## src/hw/rtl/ppmrc_pkg.sv

```systemverilog
// Shared types, register indexes and constants of the PPM radio-control channel decoder.
package ppmrc_pkg;

    localparam int NUM_CHANNELS = 8;

    localparam int TIME_W     = 32;
    localparam int WIDTH_W    = 12;
    localparam int SET_W      = 13;
    localparam int GAP_W      = 16;
    localparam int DEADBAND_W = 10;
    localparam int CFG_ADDR_W = 3;
    localparam int CFG_DATA_W = 16;
    localparam int S_TDATA_W  = 32;
    localparam int M_TDATA_W  = 56;

    localparam logic [CFG_ADDR_W-1:0] CFG_SYNC_GAP      = 3'd0;
    localparam logic [CFG_ADDR_W-1:0] CFG_MIN_WIDTH     = 3'd1;
    localparam logic [CFG_ADDR_W-1:0] CFG_MAX_WIDTH     = 3'd2;
    localparam logic [CFG_ADDR_W-1:0] CFG_ARM_THRESHOLD = 3'd3;
    localparam logic [CFG_ADDR_W-1:0] CFG_YAW_DEADBAND  = 3'd4;

    localparam logic [GAP_W-1:0]      RST_SYNC_GAP      = 16'd3000;
    localparam logic [WIDTH_W-1:0]    RST_MIN_WIDTH     = 12'd800;
    localparam logic [WIDTH_W-1:0]    RST_MAX_WIDTH     = 12'd2200;
    localparam logic [WIDTH_W-1:0]    RST_ARM_THRESHOLD = 12'd1750;
    localparam logic [DEADBAND_W-1:0] RST_YAW_DEADBAND  = 10'd15;

    localparam int CH_ROLL     = 0;
    localparam int CH_PITCH    = 1;
    localparam int CH_THROTTLE = 2;
    localparam int CH_YAW      = 3;
    localparam int CH_ARM      = 4;

    localparam logic signed [SET_W-1:0] MID_WIDTH = 13'sd1500;
    localparam logic signed [SET_W-1:0] LOW_WIDTH = 13'sd1000;

    typedef struct packed {
        logic [GAP_W-1:0]      sync_gap;
        logic [WIDTH_W-1:0]    min_width;
        logic [WIDTH_W-1:0]    max_width;
        logic [WIDTH_W-1:0]    arm_threshold;
        logic [DEADBAND_W-1:0] yaw_deadband;
    } t_cfg;

    typedef struct packed {
        logic [WIDTH_W-1:0] roll_w;
        logic [WIDTH_W-1:0] pitch_w;
        logic [WIDTH_W-1:0] throttle_w;
        logic [WIDTH_W-1:0] yaw_w;
        logic [WIDTH_W-1:0] arm_w;
        logic               sync;
    } t_snap;

endpackage

```

## src/hw/rtl/ppmrc_frame.sv

```systemverilog
// Frame tracker: edge interval, sync detection, channel index and channel width store.
module ppmrc_frame #(
    parameter int NUM_CHANNELS = ppmrc_pkg::NUM_CHANNELS
) (
    input  logic                                 i_clk,
    input  logic                                 i_rst_n,
    input  logic                                 i_step,
    input  logic [ppmrc_pkg::TIME_W-1:0]         i_edge_time,
    input  ppmrc_pkg::t_cfg                      i_cfg,
    output ppmrc_pkg::t_snap                     o_snap
);

    localparam int IDX_W  = $clog2(NUM_CHANNELS + 1);
    localparam int ADDR_W = $clog2(NUM_CHANNELS);
    localparam int TW     = ppmrc_pkg::TIME_W;
    localparam int WW     = ppmrc_pkg::WIDTH_W;

    logic [TW-1:0]    r_last_time;
    logic [IDX_W-1:0] r_index;
    logic [WW-1:0]    r_width [NUM_CHANNELS];

    logic [IDX_W-1:0] n_index;
    logic [WW-1:0]    n_width [NUM_CHANNELS];
    logic [TW-1:0]    dt;
    logic             is_sync;
    logic             in_window;

    always_comb begin
        dt        = i_edge_time - r_last_time;
        is_sync   = dt > TW'(i_cfg.sync_gap);
        in_window = (dt > TW'(i_cfg.min_width)) && (dt < TW'(i_cfg.max_width));
        n_index   = r_index;
        n_width   = r_width;
        if (is_sync) begin
            n_index = '0;
        end else if (r_index < IDX_W'(NUM_CHANNELS)) begin
            if (in_window) begin
                n_width[r_index[ADDR_W-1:0]] = dt[WW-1:0];
            end
            n_index = r_index + IDX_W'(1);
        end
        o_snap.roll_w     = n_width[ppmrc_pkg::CH_ROLL];
        o_snap.pitch_w    = n_width[ppmrc_pkg::CH_PITCH];
        o_snap.throttle_w = n_width[ppmrc_pkg::CH_THROTTLE];
        o_snap.yaw_w      = n_width[ppmrc_pkg::CH_YAW];
        o_snap.arm_w      = n_width[ppmrc_pkg::CH_ARM];
        o_snap.sync       = is_sync;
    end

    always_ff @(posedge i_clk) begin
        if (!i_rst_n) begin
            r_last_time <= '0;
            r_index     <= '0;
            for (int i = 0; i < NUM_CHANNELS; i++) begin
                r_width[i] <= '0;
            end
        end else if (i_step) begin
            r_last_time <= i_edge_time;
            r_index     <= n_index;
            r_width     <= n_width;
        end
    end

endmodule

```

## src/hw/rtl/ppm_rc_channel_decoder_core.sv

```systemverilog
// Top level of the PPM radio-control channel decoder.
//
// The slave stream takes one item per rising edge of the PPM pulse train: tdata holds
// the 32-bit timer value captured at that edge. The master stream gives one item for
// every input item, carrying the armed flag and the roll, pitch, throttle and yaw
// setpoints; tuser flags an edge that was a sync gap and restarted the frame.
// Registers are written through the plain write port while no item is in flight;
// the user must keep to this, as the block itself does not enforce it.
// Each item passes an input register, the frame tracker stage that updates the
// channel store, and the setpoint stage, each of them registered. One item is
// accepted every cycle while the receiver takes results; the 32-bit interval
// subtract and compare in the frame tracker sets the clock period.
//
// Synchronous reset empties the pipeline, restores the register defaults, zeroes
// the last edge time and the channel index and clears the channel store at once.
// When the receiver stalls, the stages fill up in turn and tready falls only once
// all three hold an item; nothing is dropped.
module ppm_rc_channel_decoder_core #(
    parameter int NUM_CHANNELS = ppmrc_pkg::NUM_CHANNELS
) (
    input  logic                                i_clk,
    input  logic                                i_rst_n,
    input  logic                                i_s_axis_tvalid,
    output logic                                o_s_axis_tready,
    // [31:0] edge_time
    input  logic [ppmrc_pkg::S_TDATA_W-1:0]     i_s_axis_tdata,
    output logic                                o_m_axis_tvalid,
    input  logic                                i_m_axis_tready,
    // [0] armed, [13:1] roll_set, [26:14] pitch_set, [39:27] throttle_set,
    // [52:40] yaw_set, [55:53] zero
    output logic [ppmrc_pkg::M_TDATA_W-1:0]     o_m_axis_tdata,
    // [0] frame_sync
    output logic                                o_m_axis_tuser,
    input  logic                                i_cfg_we,
    input  logic [ppmrc_pkg::CFG_ADDR_W-1:0]    i_cfg_addr,
    input  logic [ppmrc_pkg::CFG_DATA_W-1:0]    i_cfg_wdata
);

    localparam int SW = ppmrc_pkg::SET_W;

    ppmrc_pkg::t_cfg  r_cfg;
    ppmrc_pkg::t_snap r_snap;
    ppmrc_pkg::t_snap frame_snap;

    logic                              r_in_valid;
    logic [ppmrc_pkg::TIME_W-1:0]      r_in_time;
    logic                              r_snap_valid;
    logic                              r_out_valid;
    logic [ppmrc_pkg::M_TDATA_W-1:0]   r_out_data;
    logic                              r_out_sync;

    logic                              in_acc;
    logic                              adv1;
    logic                              adv2;
    logic signed [SW-1:0]              roll;
    logic signed [SW-1:0]              pitch;
    logic signed [SW-1:0]              throttle;
    logic signed [SW-1:0]              yaw;
    logic [SW-1:0]                     yaw_mag;
    logic signed [SW-1:0]              yaw_set;
    logic                              armed;

    always_ff @(posedge i_clk) begin
        if (!i_rst_n) begin
            r_cfg.sync_gap      <= ppmrc_pkg::RST_SYNC_GAP;
            r_cfg.min_width     <= ppmrc_pkg::RST_MIN_WIDTH;
            r_cfg.max_width     <= ppmrc_pkg::RST_MAX_WIDTH;
            r_cfg.arm_threshold <= ppmrc_pkg::RST_ARM_THRESHOLD;
            r_cfg.yaw_deadband  <= ppmrc_pkg::RST_YAW_DEADBAND;
        end else if (i_cfg_we) begin
            unique case (i_cfg_addr)
                ppmrc_pkg::CFG_SYNC_GAP: begin
                    r_cfg.sync_gap <= i_cfg_wdata;
                end
                ppmrc_pkg::CFG_MIN_WIDTH: begin
                    r_cfg.min_width <= i_cfg_wdata[ppmrc_pkg::WIDTH_W-1:0];
                end
                ppmrc_pkg::CFG_MAX_WIDTH: begin
                    r_cfg.max_width <= i_cfg_wdata[ppmrc_pkg::WIDTH_W-1:0];
                end
                ppmrc_pkg::CFG_ARM_THRESHOLD: begin
                    r_cfg.arm_threshold <= i_cfg_wdata[ppmrc_pkg::WIDTH_W-1:0];
                end
                ppmrc_pkg::CFG_YAW_DEADBAND: begin
                    r_cfg.yaw_deadband <= i_cfg_wdata[ppmrc_pkg::DEADBAND_W-1:0];
                end
                default: begin
                end
            endcase
        end
    end

    assign adv2            = r_snap_valid && (!r_out_valid || i_m_axis_tready);
    assign adv1            = r_in_valid && (!r_snap_valid || adv2);
    assign o_s_axis_tready = !r_in_valid || adv1;
    assign in_acc          = i_s_axis_tvalid && o_s_axis_tready;

    ppmrc_frame #(
        .NUM_CHANNELS (NUM_CHANNELS)
    ) u_frame (
        .i_clk       (i_clk),
        .i_rst_n     (i_rst_n),
        .i_step      (adv1),
        .i_edge_time (r_in_time),
        .i_cfg       (r_cfg),
        .o_snap      (frame_snap)
    );

    always_comb begin
        roll     = $signed({1'b0, r_snap.roll_w}) - ppmrc_pkg::MID_WIDTH;
        pitch    = $signed({1'b0, r_snap.pitch_w}) - ppmrc_pkg::MID_WIDTH;
        throttle = $signed({1'b0, r_snap.throttle_w}) - ppmrc_pkg::LOW_WIDTH;
        yaw      = $signed({1'b0, r_snap.yaw_w}) - ppmrc_pkg::MID_WIDTH;
        yaw_mag  = yaw[SW-1] ? SW'(-yaw) : SW'(yaw);
        yaw_set  = (yaw_mag < SW'(r_cfg.yaw_deadband)) ? '0 : yaw;
        armed    = r_snap.arm_w > r_cfg.arm_threshold;
    end

    always_ff @(posedge i_clk) begin
        if (!i_rst_n) begin
            r_in_valid   <= 1'b0;
            r_snap_valid <= 1'b0;
            r_out_valid  <= 1'b0;
        end else begin
            if (in_acc) begin
                r_in_valid <= 1'b1;
            end else if (adv1) begin
                r_in_valid <= 1'b0;
            end
            if (adv1) begin
                r_snap_valid <= 1'b1;
            end else if (adv2) begin
                r_snap_valid <= 1'b0;
            end
            if (adv2) begin
                r_out_valid <= 1'b1;
            end else if (i_m_axis_tready) begin
                r_out_valid <= 1'b0;
            end
        end
    end

    always_ff @(posedge i_clk) begin
        if (in_acc) begin
            r_in_time <= i_s_axis_tdata;
        end
        if (adv1) begin
            r_snap <= frame_snap;
        end
        if (adv2) begin
            r_out_data <= {3'b000, yaw_set, throttle, pitch, roll, armed};
            r_out_sync <= r_snap.sync;
        end
    end

    assign o_m_axis_tvalid = r_out_valid;
    assign o_m_axis_tdata  = r_out_data;
    assign o_m_axis_tuser  = r_out_sync;

    a_snap_hold: assert property (@(posedge i_clk) disable iff (!i_rst_n)
        (r_snap_valid && !adv2) |=> (r_snap_valid && $stable(r_snap)))
        else $error("Waiting frame snapshot changed or was lost.");

    a_full_stall: assert property (@(posedge i_clk) disable iff (!i_rst_n)
        (r_in_valid && r_snap_valid && r_out_valid && !i_m_axis_tready)
        |-> !o_s_axis_tready)
        else $error("Input accepted while every stage is full and stalled.");

    a_reset_empty: assert property (@(posedge i_clk)
        (i_rst_n && $past(!i_rst_n)) |-> (!o_m_axis_tvalid && !r_snap_valid && !r_in_valid))
        else $error("Pipeline not empty after reset.");

endmodule

```

## config.mk

```make
export PLATFORM = sky130hd
export DESIGN_NAME = ppm_rc_channel_decoder_core
export DESIGN_NICKNAME = d
export VERILOG_FILES = /design/src/hw/rtl/ppmrc_pkg.sv /design/src/hw/rtl/ppmrc_frame.sv /design/src/hw/rtl/ppm_rc_channel_decoder_core.sv
export SDC_FILE = /design/constraint.sdc
export NUM_CORES = 1
export LEC_CHECK = 0
export BUFFER_PORTS_ARGS = -buffer_cell sky130_fd_sc_hd__buf_2
export CAP_MARGIN = 40
export CORE_AREA = 2 2 235 145
export DETAILED_ROUTE_END_ITERATION = 12
export DIE_AREA = 0 0 237 147
export PLACE_DENSITY = 0.66
export SETUP_SLACK_MARGIN = 0.2
export SLEW_MARGIN = 0
export SYNTH_ARGS = -nofsm -noshare
export SYNTH_HDL_FRONTEND = slang
export SYNTH_SLANG_ARGS = --single-unit
```

## constraint.sdc

```tcl
create_clock -name i_clk -period 16.86 [get_ports i_clk]
set_input_delay 1.686 -clock i_clk [delete_from_list [all_inputs] [get_ports i_clk]]
set_output_delay 1.686 -clock i_clk [all_outputs]
set_load 0.02 [all_outputs]
```

Word-level counts from Yosys, hierarchy flattened
Index checks and enable logic that the tools add are counted.
{"block": "word_totals", "wordCells": 87, "in_bits": 56, "regBits": 344, "output_inout_bits": 59}
{"block": "classes", "n_bitwise": 2, "mux": 15, "n_reduce_logical": 23, "n_lt_le_gt_ge": 8, "add_sub_neg": 7, "n_eq_ne": 4}
{"operator": "96-bit two-way mux", "count": 3}
{"operator": "96-bit bitwise mux", "count": 1}
{"operator": "12-bit by 11-bit subtractor with 13-bit output, second input constant", "count": 3}
{"operator": "12-bit demux with 3-bit select", "count": 1}
{"operator": "32-bit by 12-bit greater-than comparator with 1-bit output", "count": 1}
{"operator": "32-bit by 16-bit greater-than comparator with 1-bit output", "count": 1}
{"operator": "32-bit by 12-bit < comparator with 1-bit output", "count": 1}
{"operator": "32-bit subtractor", "count": 1}
{"operator": "13-bit by 10-bit < comparator with 1-bit output", "count": 1}
{"operator": "13-bit two-way mux", "count": 1}
{"operator": "13-bit negation", "count": 1}
{"operator": "12-bit by 10-bit subtractor with 13-bit output, second input constant", "count": 1}
{"operator": "12-bit greater-than comparator", "count": 1}
{"operator": "12-bit two-way mux", "count": 1}
{"operator": "2-bit AND reduction", "count": 6}
{"operator": "4-bit two-way mux", "count": 2}
{"operator": "2-bit nonzero test", "count": 4}
{"operator": "3-bit by 2-bit == test with 1-bit output, second input constant", "count": 2}
{"operator": "1-bit two-way mux", "count": 6}
{"operator": "1-bit logical AND", "count": 5}
{"operator": "4-bit by 1-bit adder with 4-bit output, second input constant", "count": 1}
{"operator": "4-bit >= comparator, second input constant", "count": 1}
{"operator": "4-bit by 1-bit < comparator with 1-bit output, second input constant", "count": 1}
{"operator": "4-bit < comparator, second input constant", "count": 1}
{"operator": "other kinds (8)", "count": 12}

Logic depth before layout (Yosys ltp)
{"block": "logic_depth", "word_depth": 9, "depth_mapped": 21, "mapped_depth_nobuf": 20}

Hierarchy
Synthesis repeated with hierarchy kept, for this count alone.
{"block": "hier_totals", "hier_cells": 1592, "hier_area_um2": 16234.3}
{"mod": "ppm_rc_channel_decoder_core", "seq_area_each_um2": 5715.5, "n_inst": 1, "area_per_inst_um2": 8334.2, "cells_each": 658}
{"mod": "ppmrc_frame", "seq_area_each_um2": 1921.8, "n_inst": 1, "area_per_inst_um2": 7900.1, "cells_each": 934}

Worst setup path before layout
No wires, ideal clock.
{"block": "synth_timing", "path_kind": "reg2reg", "from": "reg r_in_time[0] in the netlist's numbering", "to": "reg r_snap[26] in the netlist's numbering (data pin)", "slack_ps": 11225, "t_arrival_ps": 5375, "t_required_ps": 16600, "path_buffers": 1, "synth_period_minus_slack_ps": 5635, "stages_incl_launch_ff": 22, "setup_ps": 260, "cell_sequence": "edfxtp_1 -> inv_1 -> ha_1 -> fa_1 -> nand2b_1 -> a21oi_1 -> nor2_1 -> o21ai_1 -> a21oi_1 -> xnor2_1 -> ha_1 -> nand4_1 -> nor2_1 -> a221o_1 -> o31a_1 -> or4_1 -> or3_1 -> nor3_2 -> nand4_4 -> nor4_4 -> buf_6 -> mux2_4"}
{"item": "start: declaration", "line_no": "ppm_rc_channel_decoder_core.sv:46", "source": "logic [ppmrc_pkg::TIME_W-1:0] r_in_time;"}
{"item": "start signal: assignment", "line_no": "ppm_rc_channel_decoder_core.sv:145", "source": "r_in_time <= i_s_axis_tdata;"}
{"item": "end signal: assignment", "line_no": "ppm_rc_channel_decoder_core.sv:148", "source": "r_snap <= frame_snap;"}
{"item": "end: declaration", "line_no": "ppm_rc_channel_decoder_core.sv:42", "source": "ppmrc_pkg::t_snap r_snap;"}

==> metrics.csv <==
stage,metric,value,unit
outcome,outcome,completed,
final_layout,final instance area,17800,um^2
final_layout,layout cells sized above 1,0.148,
detailed_routing,Pre-antenna DRT Iters,5,
floorplanning,die height,147,um
logic_synthesis,"Avg Cell Area, Syn",10.3,um^2
grt,vias in the first global route,10600,
timing,clk_skew,0.0215,ns
logic_synthesis,Post-Syn Area,15800,um^2
timing,# setup viols final,0,
timing,Fin. Hold Viols,0,
pwr,worst ir drop on vdd,0.0000721,V
flow_run,MaxCap Viol Count,0,
worst_setup_path,crit path DAT,6.82,ns
timing,Tcrit/Tclk final,0.385,
worst_setup_path,WP depth,19,
place,Port Buffers,111,
logic_synthesis,Synth Warn #,0,
worst_setup_path,family with the most delay on the worst path,simple AND/OR/NAND/NOR gates,
timing,Slew HR,0.394,
final_layout,area of the multi-input gates,7410,um^2
worst_setup_path,WS Path Type,reg -> reg,
logic_synthesis,Adder-Cell Fraction of Synth Area,0.0781,
place,DP Worst Slack,10.44,ns
worst_setup_path,worst reg-to-reg path cell count,19,
timing,Worst-Margin Slew,0.909,ns
final_layout,Antenna Cells,0,
logic_synthesis,post-synthesis mux area share,0.0915,
grt,grt total ovfl,0,
clock_network,CTS tree,yes,
logic_synthesis,Syn Inst Count,1537,
worst_setup_path,r2r startpoint,r_in_time[0],
timing,FMAX,154,MHz
final_layout,layout net count,1791,
place,placed inst area,16800,um^2
timing,Pins Over Slew Limit,0,
logic_synthesis,Synth area leaders,"edfxtp_1 (28%), dfxtp_1 (20%), ha_1 (7.7%)",
clock_network,Clock H-tree levels,1,
final_layout,synthesis-to-finish area growth,12.9,%
clock_network,CTS Buf Count,30,
floorplanning,die area,34800,um^2
logic_synthesis,XOR/XNOR share of the synthesized area,0.0344,
worst_setup_path,max incr delay on CP,0.85,ns
worst_setup_path,flop2flop setup slack,10.36,ns
floorplanning,# rows,52,
timing,post-layout min period,6.50,ns
final_layout,sequential cell area,7640,um^2
clock_network,Worst-path clk slew,0.06,ns
grt,first-pass GRT wire length,60.5,mm
logic_synthesis,largest family of logic cells by synthesized area,simple AND/OR/NAND/NOR gates,
timing,setup ws final,10.36,ns
final_layout,fillers,2857,
detailed_routing,Vias per Instance,5.45,
grt,pin count of the biggest net entering global routing,96,
floorplanning,Initial Util,0.481,
logic_synthesis,post-synth top area share,0.280,
logic_synthesis,Seq cells post-synth,308,
grt,Total Routing Usage GR,0.222,
min_path,Worst Hold Class,reg -> reg,
place,Routability Congestion,0.890,
clock_network,clk_lat worst skew,0.58,ns
floorplanning,io pins,115,
final_layout,post-route insts no fill,2092,
detailed_routing,drt wl/cell,18.6,um
min_path,Hold EP,o_m_axis_tuser,
logic_synthesis,top_reg_cell synth,dfxtp_1,
clock_network,CTS root buf,clkbuf_16,
worst_setup_path,CP Capture Type,register,
worst_setup_path,crit path max fanout,12,
clock_network,CTS resizes,0,
worst_setup_path,CP max stage cell,nor4_4,
clock_network,CTS sink cnt,308,
worst_setup_path,CP Cell Sequence,inv_1 -> ha_1 -> fa_1 -> nand2b_1 -> a21oi_1 -> nor2_1 -> xnor2_1 -> buf_4 -> ha_1 -> nand2_1 -> o21ai_0 -> a221o_1 -> o31a_1 -> or4_1 -> or3_1 -> nor3_2 -> nand4_4 -> nor4_4 -> mux2_2,
logic_synthesis,asr flop ratio synth,0,
worst_setup_path,Crit path top cell by count,ha_1,
clock_network,Post-CTS Hold Buffers,0,
grt,initial antenna violation count,1,
detailed_routing,Routed Wire Length,38.9,mm
worst_setup_path,number of buffers and inverters on the critical path,2,
place,placed cells,2037,
worst_setup_path,crit start category,register,
timing,RSZ-0062 raised after global routing,no,
detailed_routing,drt initial violations,980,
logic_synthesis,Synth area leader,edfxtp_1,
pwr,power consumption,1850,uW
worst_setup_path,worst path required time,17.19,ns
pwr,Leakage,0.00736,uW
floorplanning,Core Region,32900,um^2
logic_synthesis,register area share after synthesis,0.484,
floorplanning,die width,237,um
detailed_routing,routed via count,11400,
clock_network,CTS max path bufs,3,
logic_synthesis,synth unique cells,71,
logic_synthesis,Post-synth EDFFs,147,
detailed_routing,DRC Markers,0,
min_path,HP Start,r_snap[0],
place,HPWL Detailed,27.6,mm
timing,setup TNS,0,ns
logic_synthesis,Simple-Gate Fraction of Synth Area,0.140,
min_path,hold path cells,0,
detailed_routing,Post-DRT Antenna Nets,0,
pwr,Pwr Density,104,nW/um^2
logic_synthesis,Synth Area in Compound Gates,0.123,
clock_network,Setup Buffers After CTS,0,
worst_setup_path,r2r endpoint,r_snap[59],
-- synth_stat cells, types with 7 or more instances --
| cell type | instances |
|---|---|
| o21ai_0 | 33 |
| mux2_2 | 9 |
| clkbuf_1 | 47 |
| nor2_1 | 51 |
| nand4_1 | 16 |
| a21oi_1 | 62 |
| buf_6 | 8 |
| nand2b_1 | 11 |
| o211ai_1 | 31 |
| and3_1 | 8 |
| nor2b_1 | 14 |
| a31oi_1 | 10 |
| xor2_1 | 19 |
| xnor2_1 | 43 |
| edfxtp_1 | 147 |
| nand2_1 | 294 |
| mux2i_1 | 69 |
| o21a_1 | 11 |
| inv_1 | 115 |
| a21o_1 | 23 |
| nor3_1 | 15 |
| or3_1 | 7 |
| a21boi_0 | 78 |
| mux2_4 | 36 |
| ha_1 | 97 |
| mux2_1 | 10 |
| dfxtp_1 | 161 |
| nand3_1 | 20 |
-- flip-flops by register name, indices dropped and copies added, names as in the netlist, 4 cells and up --
register and count:
u_frame.r_last_time 32, o_m_axis_tdata 53, r_in_time 32, u_frame.r_width 60, u_frame.r_index 4, r_snap 61, r_cfg 62
-- area by class of cell --
cell class,instances,area share
Tap cell,432,0.0303
Inverter,116,0.0245
Clock buffer,41,0.0484
Sequential cell,308,0.428
Timing Repair Buffer,133,0.0425
Multi-Input combinational cell,1048,0.415
Clock inverter,14,0.0106
-- cells in the final DEF (no fill, tap or decap), types with 6 or more instances in the layout --
cell,n
nand2_1,294
dfxtp_1,161
edfxtp_1,147
inv_1,115
buf_2,110
ha_1,97
a21boi_0,78
mux2i_1,69
a21oi_1,62
nor2_1,51
xnor2_1,43
mux2_4,36
o21ai_0,33
o211ai_1,31
clkbuf_16,31
a21o_1,23
nand3_1,20
xor2_1,19
buf_4,18
nand4_1,16
nor3_1,15
nor2b_1,13
o21a_1,11
nand2b_1,11
mux2_1,10
a31oi_1,9
mux2_2,9
and3_1,8
or3_1,7
nand3b_1,6
and4_1,6
-- metal layers --
| metal | routed length (um) | GRT usage |
|---|---|---|
| met5 | 0 | 0 |
| met4 | 568 | 0.0389 |
| met3 | 3150 | 0.0509 |
| met2 | 14900 | 0.302 |
| met1 | 20300 | 0.356 |
-- per-stage QoR --
step | utilization | hold WS, ns
3_5_place_dp | 0.511 | 0.407
2_1_floorplan | - | 0.400
5_1_grt | 0.543 | 0.426
3_3_place_gp | 0.508 | 0.406
6_report | 0.543 | 0.421
4_1_cts | 0.543 | 0.423
-- worst max-delay path by stage --
stage | start | to | slack, ns
after floorplan | r_in_time[0] | r_snap[26] | 11.23
after global placement | r_in_time[0] | r_snap[35] | 10.35
after detailed placement | r_in_time[0] | r_snap[59] | 10.44
after CTS | r_in_time[0] | r_snap[59] | 10.40
final | r_in_time[0] | r_snap[59] | 10.36
after global routing | r_in_time[0] | r_snap[59] | 10.06
-- logic make-up (layout without fill, tap and decap cells) --
family | count (synthesis) | after routing
compound gates | 285 | 285
other cells | 1 | 3
mux | 124 | 124
fa+ha+maj | 98 | 98
flops | 308 | 308
buf+inv | 183 | 304
xor+xnor | 62 | 62
simple gates | 476 | 476
-- power by group --
| part | internal (uW) | switching, uW |
|---|---|---|
| Clock | 431 | 290 |
| Sequential | 806 | 12.5 |
| Combinational | 104 | 201 |
| Total | 1340 | 504 |
Note: power is estimated with default switching activity, not from simulation.
